## src/sv/mlfst_pkg.sv

```systemverilog
package mlfst_pkg;

	// Fraction bits of the emitted Fst and Fis words.
	localparam logic [5:0] OUT_FRAC = 6'd24;

	typedef logic signed [63:0] s64_t;
	typedef logic [63:0] u64_t;

	localparam s64_t S64_MAX = 64'sh7FFF_FFFF_FFFF_FFFF;
	localparam s64_t S64_MIN = 64'sh8000_0000_0000_0000;

	// Request to the serial multiplier: b is scanned for len bits, LSB first.
	typedef struct packed {
		logic        start;
		logic [63:0] a;
		logic [63:0] b;
		logic [6:0]  len;
	} mul_req_t;

	typedef struct packed {
		logic         done;
		logic [127:0] prod;
	} mul_rsp_t;

	// Request to the serial divider: bits msb..0 of num, then sh zero bits.
	typedef struct packed {
		logic         start;
		logic [127:0] num;
		logic [6:0]   msb;
		logic [5:0]   sh;
		logic [63:0]  den;
	} div_req_t;

	typedef struct packed {
		logic        done;
		logic        ovf;
		logic [63:0] quo;
	} div_rsp_t;

	function automatic s64_t sat_add(s64_t a, s64_t b);
		s64_t r;
		r = a + b;
		if (a[63] == b[63] && r[63] != a[63]) r = a[63] ? S64_MIN : S64_MAX;
		return r;
	endfunction

	function automatic s64_t sat_sub(s64_t a, s64_t b);
		s64_t r;
		r = a - b;
		if (a[63] != b[63] && r[63] != a[63]) r = a[63] ? S64_MIN : S64_MAX;
		return r;
	endfunction

	function automatic u64_t mag(s64_t x);
		return x[63] ? u64_t'(-x) : u64_t'(x);
	endfunction

	function automatic s64_t apply_sign(u64_t m, logic neg);
		return neg ? s64_t'(-m) : s64_t'(m);
	endfunction

	// Quotient limited to the largest positive 64-bit value.
	function automatic u64_t clamp_mag(u64_t q, logic ovf);
		return (ovf || q[63]) ? u64_t'(S64_MAX) : q;
	endfunction

	function automatic logic signed [31:0] clamp32(s64_t x);
		logic signed [31:0] r;
		if (x > 64'sd2147483647) r = 32'sh7FFF_FFFF;
		else if (x < -64'sd2147483648) r = 32'sh8000_0000;
		else r = x[31:0];
		return r;
	endfunction

endpackage

```

## src/sv/mlfst_div.sv

```systemverilog
module mlfst_div (
	input  logic                clk,
	input  logic                arst_n,
	input  mlfst_pkg::div_req_t req,
	output mlfst_pkg::div_rsp_t rsp
);
	import mlfst_pkg::*;

	logic [127:0] num_q;
	logic [6:0]   pos_q;
	logic [5:0]   sh_q;
	logic [7:0]   cnt_q;
	logic [63:0]  den_q;
	logic [63:0]  rem_q;
	logic [63:0]  quo_q;
	logic         ovf_q;
	logic         done_q;

	logic         num_phase;
	logic         in_bit;
	logic [64:0]  trial;
	logic [64:0]  diff;
	logic         ge;

	// One restoring step: bring down the next dividend bit and try the subtract.
	always_comb begin
		num_phase = cnt_q > {2'b00, sh_q};
		in_bit = num_phase ? num_q[pos_q] : 1'b0;
		trial = {rem_q, in_bit};
		diff = trial - {1'b0, den_q};
		ge = trial >= {1'b0, den_q};
	end

	// Iteration counter and done flag.
	always_ff @(posedge clk or negedge arst_n) begin
		if (!arst_n) begin
			cnt_q <= '0;
			done_q <= 1'b0;
		end else if (req.start) begin
			cnt_q <= 8'(req.msb) + 8'd1 + 8'(req.sh);
			done_q <= 1'b0;
		end else if (cnt_q != '0) begin
			cnt_q <= cnt_q - 8'd1;
			done_q <= (cnt_q == 8'd1);
		end else begin
			done_q <= 1'b0;
		end
	end

	always_ff @(posedge clk) begin
		if (req.start) begin
			num_q <= req.num;
			pos_q <= req.msb;
			sh_q <= req.sh;
			den_q <= req.den;
			rem_q <= '0;
			quo_q <= '0;
			ovf_q <= 1'b0;
		end else if (cnt_q != '0) begin
			rem_q <= ge ? diff[63:0] : trial[63:0];
			quo_q <= {quo_q[62:0], ge};
			// A one shifted past bit 63 means the quotient does not fit.
			ovf_q <= ovf_q | quo_q[63];
			if (num_phase && pos_q != '0) pos_q <= pos_q - 7'd1;
		end
	end

	assign rsp.done = done_q;
	assign rsp.ovf = ovf_q;
	assign rsp.quo = quo_q;

endmodule

```

## config.mk

```make
export PLATFORM = sky130hd
export DESIGN_NAME = mlfst_div
export DESIGN_NICKNAME = d
export VERILOG_FILES = /design/src/sv/mlfst_pkg.sv /design/src/sv/mlfst_div.sv
export SDC_FILE = /design/constraint.sdc
export NUM_CORES = 1
export LEC_CHECK = 0
export ABC_AREA = 1
export ABC_CLOCK_PERIOD_IN_PS = 4500
export BUFFER_PORTS_ARGS = -buffer_cell sky130_fd_sc_hd__buf_2
export CELL_PAD_IN_SITES_DETAIL_PLACEMENT = 1
export CELL_PAD_IN_SITES_GLOBAL_PLACEMENT = 2
export CORE_AREA = 4 4 256 258
export DETAILED_ROUTE_END_ITERATION = 16
export DIE_AREA = 0 0 260 262
export PLACE_DENSITY_LB_ADDON = 0.05
export SLEW_MARGIN = 20
export SYNTH_ARGS = -nofsm -noshare
export SYNTH_HDL_FRONTEND = slang
export SYNTH_SLANG_ARGS = --single-unit
```

## constraint.sdc

```tcl
create_clock -name clk -period 4.5 [get_ports clk]
set_input_delay 0 -clock clk [delete_from_list [all_inputs] [get_ports clk]]
set_output_delay 0 -clock clk [all_outputs]
set_load 0.02 [all_outputs]
```

==> flow_summary_export.csv <==
group,metric,value,unit
cts,cts_max_level,2,
timing,fmax,239,MHz
routing,avgRoutedWirePerCell,19.5,um
critical_path,critPathKind,"register to register",
cts,cts_root_buf,"clkbuf_16",
floorplan,die_area,68100,sq um
synth,yosys_warnings,0,
status,status,"finished clean",
finish,syn_to_final_growth,31.6,%
global_route,overflow,0,
synth,ys_types,49,
critical_path,slowest_delay,490,ps
routing,drc,0,
cts,cts_max_path_buffers,3,
finish,nFillCells,7639,
place,gp_congestion,0.893,
synth,yosysTopAreaCellShare,32.8,%
place,dp_hpwl,55300,um
critical_path,required,4970,ps
floorplan,fp.dieH,262,um
critical_path,cp-start-kind,"register",
cts,cts_tree,"done",
pwr,total_power,14.0,mW
synth,syn_avg_cell_area,7.83,sq um
floorplan,start_util,29.8,%
synth,yosys_register_bits,343,
synth,synthFlopType,"edfxtp_1",
pwr,power.density,565,nW/um^2
floorplan,num_rows,92,
timing,final.period_utilization,92.8,%
finish,layout.nets,3185,
pwr,ir_worst_vdd,0.000285,V
routing,ant_nets,0,
routing,vias,17500,
critical_path,slowest_stage,"edfxtp_1",
critical_path,r2r-start,"pos_q[0]$_DFFE_PP_",
global_route,grt_pass1_vias,19400,
routing,routed_via_density,4.64,
finish,drive_gt1_share,14.7,%
place,io_buffer_count,273,
synth,ys_async_sr_fraction,2.62,%
timing,hold_viol,0,
floorplan,pin_count,274,
global_route,antenna_found_initial,6,
pwr,leakage,11.4,nW
routing,dr.first_iter.drc_count,724,
cts,cts_buffers,42,
synth,yosysTopAreaCell,"edfxtp_1",
timing,maxSlewViolCount,0,
critical_path,path_common_cell,"nand2_1",
global_route,grt_start_max_net_pins,176,
timing,slew-limit-headroom,21.6,%
critical_path,ff2ff_setup_slack,320,ps
synth,mappedNetlistNets,2687,
place,dp_cells,3485,
timing,fin_skew,22.9,ps
synth,synth_area_leaders,"edfxtp_1, dfxtp_1, nand2_1",
floorplan,fp.dieW,260,um
timing,finalSetupViolCount,0,
timing,tightest_slew,1180,ps
timing,timing.final.crit_period,4180,ps
synth,synth_edf_count,205,
routing,drt_first_pass_iters,5,
cts,cts.sinks,343,
routing,wirelength,73600,um
global_route,grt_pass1_wl,113000,um
synth,syn_area,18800,sq um
critical_path,crit_path_end_kind,"register",
critical_path,worstPathMaxFanout,24,
critical_path,worstSetupStartpoint,"pos_q[0]$_DFFE_PP_",
finish,final-instance-count-excl-fill,3779,
min_path,min_from,"req[130]",
global_route,track_usage,21.4,%
cts,clk_latency,580,ps
synth,synth-seq-area-share,47.8,%
floorplan,core,63000,sq um
job,cap_violations,0,
min_path,hp-class,"primary input to register",
cts,path_clk_slew,60,ps
critical_path,cp.arrival,4640,ps
synth,synthCells,2397,
-- layout by cell type, fill, tap and decap left out, drive strengths merged, types with 3 or more instances in the layout --
cell type / n
clkinv: 19
or2: 17
o21ai: 100
o22ai: 63
xnor2: 25
dlygate4sd3: 208
nor4: 8
inv: 401
nor3: 13
xor2: 17
a31oi: 3
nand2: 674
ha: 80
edfxtp: 205
o21bai: 14
dfrtp: 9
o211ai: 15
a21boi: 6
diode: 4
buf: 313
bufinv: 3
dfxtp: 129
clkbuf: 57
a21o: 4
a21oi: 132
nand3: 152
nor2: 235
nand4: 12
-- area by class of cell --
| cell class | count | area, sq um | area share (%) |
|---|---|---|---|
| Timing Repair Buffer | 521 | 3850 | 15.6 |
| Tap cell | 846 | 1060 | 4.29 |
| Clock buffer | 57 | 1130 | 4.57 |
| Clock inverter | 21 | 214 | 0.867 |
| Inverter | 402 | 1520 | 6.14 |
| Sequential cell | 343 | 8960 | 36.3 |
| Antenna cell | 4 | 10.0 | 0.0405 |
| Multi-Input combinational cell | 1585 | 7950 | 32.2 |
-- worst paths after layout --
path                                     endpoint  cells past startpoint
max                        rem_q[60]$_SDFFE_PP0P_                     29
min                           num_q[53]$_DFFE_PP_                      2
max in group asynchronous    cnt_q[6]$_DFFE_PN0P_                      3
min in group asynchronous    cnt_q[2]$_DFFE_PN0P_                      3
max reg2reg                rem_q[60]$_SDFFE_PP0P_                     29
min reg2reg                rem_q[59]$_SDFFE_PP0P_                      2
-- cells in the mapped netlist (15+ instances only) --
master / number
nand2_1: 667
inv_1: 389
nor2_1: 224
edfxtp_1: 205
nand3_1: 150
dfxtp_1: 129
a21oi_1: 127
o21ai_0: 86
ha_1: 80
o22ai_1: 63
clkbuf_1: 35
xnor2_1: 25
xor2_1: 17
buf_2: 15
o211ai_1: 15
-- stage by stage --
stage / instance area, sq um / setup WS, ps / hold WS [ps] / TNS (ps) / utilization, %
2_1_floorplan: 18800 / 1020 / -296 / 0 / -
3_3_place_gp: 21200 / 189 / -113 / 0 / 33.7
3_5_place_dp: 21200 / 147 / -117 / 0 / 33.7
4_1_cts: 24600 / 106 / 76.0 / 0 / 39.1
5_1_grt: 24700 / -0.375 / 104 / -0.375 / 39.2
6_report: 24700 / 324 / 123 / 0 / 39.2
-- state kept, by name, summed over array words and instances, names as in the netlist --
name	count
num_q	128
den_q	64
quo_q	64
rem_q	64
cnt_q	8
pos_q	7
sh_q	6
done_q	1
ovf_q	1
-- kinds of logic after synthesis --
logic type               count (synthesis)  share of synthesized area, %
adder cells (fa/ha/maj)                 82                          5.55
buffers and inverters                  469                          9.97
AO/OA/AOI/OAI                          343                          10.3
AND/OR/NAND/NOR                       1118                          24.4
XOR/XNOR                                42                          1.96
flip-flops                             343                          47.8
-- per-layer routing --
layer	GRT usage (%)	vias up	part of all wire [%]
met1	26.0	8382	43
met3	2.95	116	3.1
met2	39.4	291	51
li1	-	8735	-
met4	6.55	4	3.1
met5	0	-	0.029
-- critical path, delay by kind of cell (launching register included) --
kind	cells	cell delay (ps)
AND/OR/NAND/NOR	20	1950
buffers and inverters	5	700
adder cells (fa/ha/maj)	2	590
flip-flops	1	490
AO/OA/AOI/OAI	2	350
-- timing repair --
action | in CTS | in global routing
endpoints found under the setup margin | 0 | 17
setup buffers | 0 | 4
hold endpoints to repair | 263 | 0
gates resized for setup | 0 | 6
hold buffers | 208 | 0
-- power breakdown --
part           switching [mW]  internal (mW)  leakage, nW
registers               0.304           3.83         3.17
logic                    4.26           2.18         7.54
clock network            1.43           1.95        0.652
No activity file was read; power rests on OpenSTA's default activity.
